$ cat config.mk
export PLATFORM = sky130hd
export DESIGN_NAME = complex_integer_power_top
export DESIGN_NICKNAME = d
export VERILOG_FILES = /design/src/hdl/cip_pkg.sv /design/src/hdl/cip_mul.sv /design/src/hdl/cip_ctrl.sv /design/src/hdl/complex_integer_power_top.sv
export VERILOG_INCLUDE_DIRS = /design/src /design/src/hdl
export SDC_FILE = /design/constraint.sdc
export NUM_CORES = 2
export LEC_CHECK = 0
export BUFFER_PORTS_ARGS = -buffer_cell sky130_fd_sc_hd__buf_4
export CAP_MARGIN = 20
export CORE_ASPECT_RATIO = 1.2
export CORE_MARGIN = 2
export CORE_UTILIZATION = 50
export CTS_BUF_LIST = sky130_fd_sc_hd__clkbuf_16
export DETAILED_ROUTE_END_ITERATION = 8
export PLACE_DENSITY = 0.66
export SLEW_MARGIN = 20
export SYNTH_ARGS = -nofsm -noshare
export SYNTH_HDL_FRONTEND = slang
export SYNTH_HIERARCHICAL = 1
export SYNTH_SLANG_ARGS = --single-unit
$ cat constraint.sdc
create_clock -name i_clk -period 30.6 [get_ports i_clk]
set_input_delay 4.59 -clock i_clk [delete_from_list [all_inputs] [get_ports i_clk]]
set_output_delay 4.59 -clock i_clk [all_outputs]
set_load 0.05 [all_outputs]
$ cat src/hdl/complex_integer_power_top_assert.svh
// ----------------------------------------------------------------------------
// Assertion macros for complex_integer_power_top
// Shared concurrent assertion forms, clocked and reset-qualified.
// ----------------------------------------------------------------------------
`ifndef COMPLEX_INTEGER_POWER_TOP_ASSERT_SVH
`define COMPLEX_INTEGER_POWER_TOP_ASSERT_SVH

// Check that the consequent holds in the same cycle as the antecedent
`define CIP_ASSERT_SAME(lbl, clk, rst_n, ante, cons) \
    lbl: assert property (@(posedge clk) disable iff (!rst_n) (ante) |-> (cons)) \
        else $error("same-cycle check failed");

// Check that the consequent holds in the cycle after the antecedent
`define CIP_ASSERT_NEXT(lbl, clk, rst_n, ante, cons) \
    lbl: assert property (@(posedge clk) disable iff (!rst_n) (ante) |=> (cons)) \
        else $error("next-cycle check failed");

`endif

$ cat src/hdl/cip_pkg.sv
// ----------------------------------------------------------------------------
// cip_pkg
// Widths, codes, control types and saturation for the complex power block.
// ----------------------------------------------------------------------------
package cip_pkg;

    localparam int DATA_BITS = 32;
    localparam int FRAC_BITS = 28;
    localparam int EXP_BITS  = 16;

    // Shifted product and sum widths
    localparam int PROD_W = 2 * DATA_BITS - FRAC_BITS;
    localparam int SUM_W  = PROD_W + 1;
    localparam int CNT_W  = $clog2(EXP_BITS + 1);

    typedef logic signed [DATA_BITS-1:0] t_data;
    typedef logic signed [PROD_W-1:0]    t_prod;
    typedef logic signed [SUM_W-1:0]     t_sum;

    localparam t_data SAT_MAX  = {1'b0, {(DATA_BITS-1){1'b1}}};
    localparam t_data SAT_MIN  = {1'b1, {(DATA_BITS-1){1'b0}}};
    localparam bit    ONE_FITS = (FRAC_BITS < DATA_BITS - 1);
    localparam t_data ONE_VAL  = ONE_FITS ? (t_data'(1) << FRAC_BITS) : SAT_MAX;

    // Multiplier operand selects
    typedef enum logic {
        A_RE,
        A_IM
    } t_asel;

    typedef enum logic [1:0] {
        B_RE,
        B_IM,
        B_BR,
        B_BI
    } t_bsel;

    // Combine operation ahead of saturation
    typedef enum logic [1:0] {
        SUM_ACC_SUB_P,
        SUM_ACC_ADD_P,
        SUM_DBL_P
    } t_sumop;

    // Sequencer states
    typedef enum logic [12:0] {
        S_IDLE  = 13'b0000000000001,
        S_FIND  = 13'b0000000000010,
        S_CHECK = 13'b0000000000100,
        S_SQ0   = 13'b0000000001000,
        S_SQ1   = 13'b0000000010000,
        S_SQ2   = 13'b0000000100000,
        S_SQ3   = 13'b0000001000000,
        S_MU0   = 13'b0000010000000,
        S_MU1   = 13'b0000100000000,
        S_MU2   = 13'b0001000000000,
        S_MU3   = 13'b0010000000000,
        S_MU4   = 13'b0100000000000,
        S_DONE  = 13'b1000000000000
    } t_state;

    // Sequencer to datapath controls
    typedef struct packed {
        logic   load;
        logic   load_one;
        t_asel  a_sel;
        t_bsel  b_sel;
        logic   acc_load;
        t_sumop sum_op;
        logic   wr_re;
        logic   wr_im;
        logic   out_load;
    } t_ctl;

    typedef struct packed {
        logic  ov;
        t_data val;
    } t_sat;

    // Clamp a sum to the data range and flag when clamped
    function automatic t_sat sat(input t_sum s);
        t_sat r;
        logic [SUM_W-DATA_BITS:0] hi;
        hi = s[SUM_W-1:DATA_BITS-1];
        if ((&hi) || !(|hi)) begin
            r.ov  = 1'b0;
            r.val = s[DATA_BITS-1:0];
        end else begin
            r.ov  = 1'b1;
            r.val = s[SUM_W-1] ? SAT_MIN : SAT_MAX;
        end
        return r;
    endfunction

endpackage

$ cat src/hdl/cip_mul.sv
// ----------------------------------------------------------------------------
// cip_mul
// Shared signed multiplier with fraction shift and registered product.
// ----------------------------------------------------------------------------
module cip_mul (
    input  logic           i_clk,
    input  cip_pkg::t_data i_a,
    input  cip_pkg::t_data i_b,
    output cip_pkg::t_prod o_p
);
    import cip_pkg::*;

    logic signed [2*DATA_BITS-1:0] w_full;
    logic signed [2*DATA_BITS-1:0] w_shift;
    t_prod                         r_p;

    // Full product, truncated toward minus infinity
    assign w_full  = i_a * i_b;
    assign w_shift = w_full >>> FRAC_BITS;

    // Hold product for the next step
    always_ff @(posedge i_clk) begin
        r_p <= w_shift[PROD_W-1:0];
    end

    assign o_p = r_p;

endmodule

$ cat src/hdl/cip_ctrl.sv
// ----------------------------------------------------------------------------
// cip_ctrl
// Sequencer: scans the exponent and steps square and multiply operations.
// ----------------------------------------------------------------------------
module cip_ctrl (
    input  logic                          i_clk,
    input  logic                          i_rst_n,
    input  logic                          i_valid,
    input  logic [cip_pkg::EXP_BITS-1:0]  i_exponent,
    input  logic                          i_out_free,
    output logic                          o_stall,
    output cip_pkg::t_ctl                 o_ctl
);
    import cip_pkg::*;

    t_state              r_state, n_state;
    logic [EXP_BITS-1:0] r_exp, n_exp;
    logic [CNT_W-1:0]    r_cnt, n_cnt;
    logic                w_accept;
    logic                w_msb;

    assign w_accept = i_valid && (r_state == S_IDLE);
    assign w_msb    = r_exp[EXP_BITS-1];
    assign o_stall  = (r_state != S_IDLE);

    // Next state and controls
    always_comb begin
        n_state = r_state;
        n_exp   = r_exp;
        n_cnt   = r_cnt;
        o_ctl   = '0;
        o_ctl.a_sel  = A_RE;
        o_ctl.b_sel  = B_RE;
        o_ctl.sum_op = SUM_ACC_SUB_P;
        unique case (r_state)
            S_IDLE: begin
                if (w_accept) begin
                    o_ctl.load     = 1'b1;
                    o_ctl.load_one = (i_exponent == '0);
                    n_exp          = i_exponent;
                    n_cnt          = CNT_W'(EXP_BITS);
                    n_state        = (i_exponent == '0) ? S_DONE : S_FIND;
                end
            end
            S_FIND: begin
                n_exp = r_exp << 1;
                n_cnt = r_cnt - 1'b1;
                if (w_msb) begin
                    n_state = S_CHECK;
                end
            end
            S_CHECK: begin
                n_state = (r_cnt == '0) ? S_DONE : S_SQ0;
            end
            S_SQ0: begin
                o_ctl.a_sel = A_RE;
                o_ctl.b_sel = B_RE;
                n_state     = S_SQ1;
            end
            S_SQ1: begin
                o_ctl.a_sel    = A_IM;
                o_ctl.b_sel    = B_IM;
                o_ctl.acc_load = 1'b1;
                n_state        = S_SQ2;
            end
            S_SQ2: begin
                o_ctl.a_sel  = A_RE;
                o_ctl.b_sel  = B_IM;
                o_ctl.sum_op = SUM_ACC_SUB_P;
                o_ctl.wr_re  = 1'b1;
                n_state      = S_SQ3;
            end
            S_SQ3: begin
                o_ctl.sum_op = SUM_DBL_P;
                o_ctl.wr_im  = 1'b1;
                if (w_msb) begin
                    n_state = S_MU0;
                end else begin
                    n_exp   = r_exp << 1;
                    n_cnt   = r_cnt - 1'b1;
                    n_state = S_CHECK;
                end
            end
            S_MU0: begin
                o_ctl.a_sel = A_RE;
                o_ctl.b_sel = B_BR;
                n_state     = S_MU1;
            end
            S_MU1: begin
                o_ctl.a_sel    = A_IM;
                o_ctl.b_sel    = B_BI;
                o_ctl.acc_load = 1'b1;
                n_state        = S_MU2;
            end
            S_MU2: begin
                o_ctl.a_sel  = A_RE;
                o_ctl.b_sel  = B_BI;
                o_ctl.sum_op = SUM_ACC_SUB_P;
                o_ctl.wr_re  = 1'b1;
                n_state      = S_MU3;
            end
            S_MU3: begin
                o_ctl.a_sel    = A_IM;
                o_ctl.b_sel    = B_BR;
                o_ctl.acc_load = 1'b1;
                n_state        = S_MU4;
            end
            S_MU4: begin
                o_ctl.sum_op = SUM_ACC_ADD_P;
                o_ctl.wr_im  = 1'b1;
                n_exp        = r_exp << 1;
                n_cnt        = r_cnt - 1'b1;
                n_state      = S_CHECK;
            end
            S_DONE: begin
                if (i_out_free) begin
                    o_ctl.out_load = 1'b1;
                    n_state        = S_IDLE;
                end
            end
            default: begin
                n_state = S_IDLE;
            end
        endcase
    end

    // Advance sequencer
    always_ff @(posedge i_clk) begin
        if (!i_rst_n) begin
            r_state <= S_IDLE;
            r_exp   <= '0;
            r_cnt   <= '0;
        end else begin
            r_state <= n_state;
            r_exp   <= n_exp;
            r_cnt   <= n_cnt;
        end
    end

endmodule

$ cat src/hdl/complex_integer_power_top.sv
// ----------------------------------------------------------------------------
// complex_integer_power_top
// Complex fixed-point base raised to an unsigned integer power.
// ----------------------------------------------------------------------------
// One item at a time through a single shared 32x32 multiplier. From input
// transfer to result ready, the sequencer scans for the exponent's leading
// one, then for each lower bit passes a check state and the square states
// SQ0 to SQ3, plus the multiply states MU0 to MU4 when the bit is set; a zero
// exponent goes straight to the result. The input side stalls while an item
// is in progress; a finished result waits in the working registers until the
// output register is free, and a new item is taken once the result has moved
// there.
`include "complex_integer_power_top_assert.svh"

module complex_integer_power_top (
    input  logic                          i_clk,
    input  logic                          i_rst_n,
    input  logic                          i_valid,
    output logic                          o_stall,
    input  cip_pkg::t_data                i_base_real,
    input  cip_pkg::t_data                i_base_imag,
    input  logic [cip_pkg::EXP_BITS-1:0]  i_exponent,
    output logic                          o_valid,
    input  logic                          i_stall,
    output cip_pkg::t_data                o_power_real,
    output cip_pkg::t_data                o_power_imag,
    output logic                          o_overflowed
);
    import cip_pkg::*;

    t_ctl  w_ctl;
    t_data r_re, r_im, r_br, r_bi;
    t_prod r_acc;
    logic  r_ov;
    t_data w_a, w_b;
    t_prod w_p;
    t_sum  w_sum;
    t_sat  w_sat;
    logic  r_out_valid;
    t_data r_out_re, r_out_im;
    logic  r_out_ov;
    logic  w_out_free;

    assign w_out_free = !r_out_valid || !i_stall;

    cip_ctrl u_ctrl (
        .i_clk      (i_clk),
        .i_rst_n    (i_rst_n),
        .i_valid    (i_valid),
        .i_exponent (i_exponent),
        .i_out_free (w_out_free),
        .o_stall    (o_stall),
        .o_ctl      (w_ctl)
    );

    // Select multiplier operands
    assign w_a = (w_ctl.a_sel == A_IM) ? r_im : r_re;

    always_comb begin
        case (w_ctl.b_sel)
            B_RE:    w_b = r_re;
            B_IM:    w_b = r_im;
            B_BR:    w_b = r_br;
            B_BI:    w_b = r_bi;
            default: w_b = r_re;
        endcase
    end

    cip_mul u_mul (
        .i_clk (i_clk),
        .i_a   (w_a),
        .i_b   (w_b),
        .o_p   (w_p)
    );

    // Combine products ahead of saturation
    always_comb begin
        case (w_ctl.sum_op)
            SUM_ACC_SUB_P: w_sum = SUM_W'(r_acc) - SUM_W'(w_p);
            SUM_ACC_ADD_P: w_sum = SUM_W'(r_acc) + SUM_W'(w_p);
            SUM_DBL_P:     w_sum = SUM_W'(w_p) + SUM_W'(w_p);
            default:       w_sum = '0;
        endcase
    end

    assign w_sat = sat(w_sum);

    // Working value, base, accumulator and overflow flag
    always_ff @(posedge i_clk) begin
        if (w_ctl.load) begin
            r_re <= w_ctl.load_one ? ONE_VAL : i_base_real;
            r_im <= w_ctl.load_one ? '0 : i_base_imag;
            r_br <= i_base_real;
            r_bi <= i_base_imag;
            r_ov <= w_ctl.load_one && !ONE_FITS;
        end else begin
            if (w_ctl.wr_re) begin
                r_re <= w_sat.val;
            end
            if (w_ctl.wr_im) begin
                r_im <= w_sat.val;
            end
            if (w_ctl.wr_re || w_ctl.wr_im) begin
                r_ov <= r_ov || w_sat.ov;
            end
        end
        if (w_ctl.acc_load) begin
            r_acc <= w_p;
        end
    end

    // Output register payload
    always_ff @(posedge i_clk) begin
        if (w_ctl.out_load) begin
            r_out_re <= r_re;
            r_out_im <= r_im;
            r_out_ov <= r_ov;
        end
    end

    // Output register valid
    always_ff @(posedge i_clk) begin
        if (!i_rst_n) begin
            r_out_valid <= 1'b0;
        end else if (w_ctl.out_load) begin
            r_out_valid <= 1'b1;
        end else if (!i_stall) begin
            r_out_valid <= 1'b0;
        end
    end

    assign o_valid      = r_out_valid;
    assign o_power_real = r_out_re;
    assign o_power_imag = r_out_im;
    assign o_overflowed = r_out_ov;

    // Checks on sequencing and result hand-off
    `CIP_ASSERT_NEXT(a_busy_after_transfer, i_clk, i_rst_n, i_valid && !o_stall, o_stall)
    `CIP_ASSERT_SAME(a_out_load_free, i_clk, i_rst_n, w_ctl.out_load, w_out_free)
    `CIP_ASSERT_NEXT(a_ov_sticky, i_clk, i_rst_n, r_ov && !w_ctl.load && o_stall, r_ov)
    `CIP_ASSERT_SAME(a_no_load_busy, i_clk, i_rst_n, w_ctl.load, !o_stall && i_valid)

endmodule

* Word level (Yosys, flattened, before mapping)
Cells that the tools add are included.
Word-level totals: input bits 84, output and inout bits 67, register bits 301
Operators by class: multipliers 1, equality and inequality tests 24, mux-type cells 35, add/sub/neg operators 4, reductions and logical operators 24
Operator list (count):
- 32-bit two-way mux | 8
- 13-bit one-hot mux with 13 select lines | 1
- 32-bit one-hot mux with 4 select lines | 1
- 37-bit one-hot mux with 3 select lines | 1
- 36-bit by 36-bit adder with 37-bit output | 2
- 13-bit two-way mux | 5
- 32-bit by 32-bit multiplier with 64-bit output | 1
- 16-bit one-hot mux with 3 select lines | 1
- 36-bit by 36-bit subtractor with 37-bit output | 1
- 33-bit two-way mux | 1
- 16-bit two-way mux | 2
- 3-bit one-hot mux with 6 select lines | 1
- 16-bit zero test | 1
- 5-bit one-hot mux with 3 select lines | 1
- 13-bit by 1-bit equality test with 1-bit output (second input constant) | 1
- 13-bit by 10-bit equality test with 1-bit output (second input constant) | 1
- 13-bit by 11-bit equality test with 1-bit output (second input constant) | 1
- 13-bit by 12-bit equality test with 1-bit output (second input constant) | 1
- 13-bit equality test (second input constant) | 1
- 13-bit by 2-bit equality test with 1-bit output (second input constant) | 1
- 13-bit by 3-bit equality test with 1-bit output (second input constant) | 1
- 13-bit by 4-bit equality test with 1-bit output (second input constant) | 1
- 13-bit by 5-bit equality test with 1-bit output (second input constant) | 1
- 13-bit by 6-bit equality test with 1-bit output (second input constant) | 1
- other kinds (27) | 51

* Logic depth before layout (Yosys ltp)
depth in word-level cells 10, mapped depth 37, mapped depth without buffers 32

* Modules after synthesis
The synthesis kept the hierarchy.
By module, submodules not included:
- cip_mul | cells an instance 3809, area an instance 36191.0 sq um, instances 1
- complex_integer_power_top | cells an instance 1259, area an instance 14430.1 sq um, instances 1
- cip_ctrl | cells an instance 243, area an instance 2044.5 sq um, instances 1

* Worst setup path after synthesis
No wires, ideal clock.
kind register to register, start point register u_ctrl.r_state[1], end point register u_mul.r_p[33], in the netlist u_mul/o_p[33], setup slack 20.058 ns, arrival time 10.424 ns, required time 30.482 ns, stages on the path, launching flop included 35, setup time 0.118 ns, path through dfxtp_1 -> buf_2 -> nor4_2 -> and2_1 -> nor4b_2 -> a22o_1 -> clkbuf_1 -> buf_1 -> mux4_2 -> clkbuf_1 -> nand2_1 -> inv_1 -> fa_1 -> fa_1 -> fa_1 -> fa_1 -> inv_1 -> fa_1 -> inv_1 -> fa_1 -> inv_1 -> fa_1 -> inv_1 -> fa_1 -> ha_1 -> buf_2 -> nand4_2 -> or2_1 -> or4_4 -> a2111oi_4 -> o21ai_2 -> a21oi_2 -> a21o_2 -> a21oi_2 -> xnor2_1
RTL lines:
- from (decl) | RTL line cip_ctrl.sv:16 | t_state r_state, n_state;
- from (signal assigned) | RTL line cip_ctrl.sv:134 | r_state <= n_state;
- to (signal assigned) | RTL line cip_mul.sv:23 | r_p <= w_shift[PROD_W-1:0];
- to (decl) | RTL line cip_mul.sv:15 | t_prod r_p;

==> flow_summary.toml <==
[routing]
vias = 37300
wirelength_um = 140000
drtIter0Drc = 2429
drt-pass1-iter-count = 5
ant_nets = 0
avgRoutedWirePerCell_um = 21.0
viasPerCell = 5.61
drc = 0

[die]
die_x_um = 300
core_area_um2 = 105000
initial_utilization = 0.504
die_h_um = 360
num_rows = 130
pin_count = 151
die_area_um2 = 108000

[critical_path]
required_ps = 31040
cpPeakStageDelay_ps = 880
crit_path_end_kind = "flip-flop"
slowest_stage = "mux4_2"
path_class = "flip-flop to flip-flop"
start_kind = "flip-flop"
r2r_cells = 30
cpMostUsedCell = "fa_1"
worst-path-max-fanout = 32
cp.arrival_ps = 11860

[timing]
setup_viol = 0
timing.final.crit_share = 0.373
worstMarginPinSlew_ps = 1050
clock_skew_ps = 24.0
final.setup.worst_slack_ps = 19180
fin_setup_tns_ps = 0
maxSlewViolCount = 0
hold_viol_final = 0
holdWs_ps = 464
max_freq_ghz = 0.0876
rsz0062_at_grt = "no"
period_minus_slack_ps = 11420
slew_headroom = 0.297

[final_layout]
final_cells = 6657
nNetsFinal = 6669
mostFrequentLayoutCells = "fa_1, inv_1, nand2_1"
area_delta_synth_final_pct = 5.91
drive_above_1_share = 0.0742
final_common_cell = "fa_1"

[clocking]
cts.clk_slew.worst_paths_ps = 60
tritoncts = "built"
cts_sinks = 301
htree_levels = 2
numCtsBuffers = 34
postCtsSetupBuffers = 0
hold_buffers = 0
clock_latency_ps = 570
post_cts_resized = 0
cts_buffer_depth = 3
cts-root-buf = "clkbuf_16"

[synthesis]
ys.warnings.count = 6
synth_cells = 5311
yosysTopAreaCellShare = 0.412
synth_ff_type = "edfxtp_1"
synth_edf_count = 229
avgSynthCellArea_um2 = 9.92
yosysUniqueCellTypes = 101
ys_async_sr_fraction = 0
synth_area_leaders = "fa_1, edfxtp_1, inv_1"
seq_area_frac_synth = 0.158
syn_nets = 6737
netlist.top_cell.by_area = "fa_1"
synth_seq_cells = 301
synth_area_um2 = 52700

[placement]
post-place-cells = 6593
dp_hpwl_um = 112000
port_buffers = 150
routabilityCongestion = 0.919
dp_slack_ps = 19170

[grt]
grt_pass1_vias = 40300
grt.overflow.total = 0
antenna_found_initial = 3
grt_use_total = 0.268
grt_pass1_wl_um = 225000
grt_max_degree = 60

[outcome]
status = "finished clean"

[hold_path]
worst_hold_path.num_cells = 2
worstHoldPathType = "flip-flop to flip-flop"

[job]
max_cap_viol_count = 0
## synth_stat cells (30+ instances only)
master	n
edfxtp_1	229
nand2_1	680
a21oi_1	145
fa_1	1083
nand4_1	45
mux4_2	32
clkbuf_1	242
xor2_1	41
o21ai_0	82
inv_1	1034
mux2_2	69
dfxtp_1	72
ha_1	259
nor2_1	121
and2_1	517
a21o_1	33
o211ai_1	79
xnor2_1	70
nor3_1	30
## final cells by class
type / instances / area (µm²)
antenna: 2 / 5.00
clock buffer: 36 / 901
clock inverter: 26 / 262
fill: 9369 / 48800
inverter: 1035 / 3880
multi-input combinational: 3681 / 39200
sequential: 301 / 8320
tap: 1386 / 1730
timing repair buffer: 190 / 1430
## logic make-up after synthesis
family,Yosys count,share of synthesized area
adders and majority gates,1342,0.473
xor gates and xnor gates,111,0.0185
buffers and inverters,1329,0.0977
muxes,110,0.0301
and+or+nand+nor,1548,0.148
DFF,301,0.158
AOI/OAI and AO/OA,570,0.0748
## per-layer routing
metal  up-vias  GRT usage  share of wire
li1      16400          -              -
met1     19600      0.335           0.39
met2      1047      0.485           0.53
met3       247     0.0238          0.046
met4         0     0.0901          0.037
met5         -          0              0
## flip-flops by register name (all words and copies together) (netlist names), 13 cells and up
name	count
r_bi	32
r_acc	36
u_ctrl/r_state	13
o_power_imag	32
u_ctrl/r_exp	16
u_mul/o_p	36
r_re	32
o_power_real	32
r_br	32
r_im	32
## through the flow
step | cell area, µm² | utilization
final | 55800 | 0.533
after detailed placement | 54600 | 0.522
after CTS | 55800 | 0.533
after global routing | 55800 | 0.533
after global placement | 54600 | 0.522
after floorplan | 52700 | -
## final timing paths
path	slack, ps	end	startpoint
worst min register to register	460	u_ctrl/r_cnt[1]	u_ctrl/r_cnt[1]
worst max-delay path	19180	u_mul/o_p[33]	u_ctrl/r_state[1]
worst min-delay path	460	u_ctrl/r_cnt[1]	u_ctrl/r_cnt[1]
worst max register to register	19180	u_mul/o_p[33]	u_ctrl/r_state[1]
## worst max-delay path: cells and delay by family, from the launching register on
family                     cells  cell delay (ps)
AOI/OAI and AO/OA              6             1490
buffers and inverters          6             1110
xor gates and xnor gates       1              130
and+or+nand+nor                7             2330
adders and majority gates      9             4870
DFF                            1              390
muxes                          1              880
Power is not shown: default switching activity piles up to over one toggle a cycle in this logic, so the estimate is an artifact.
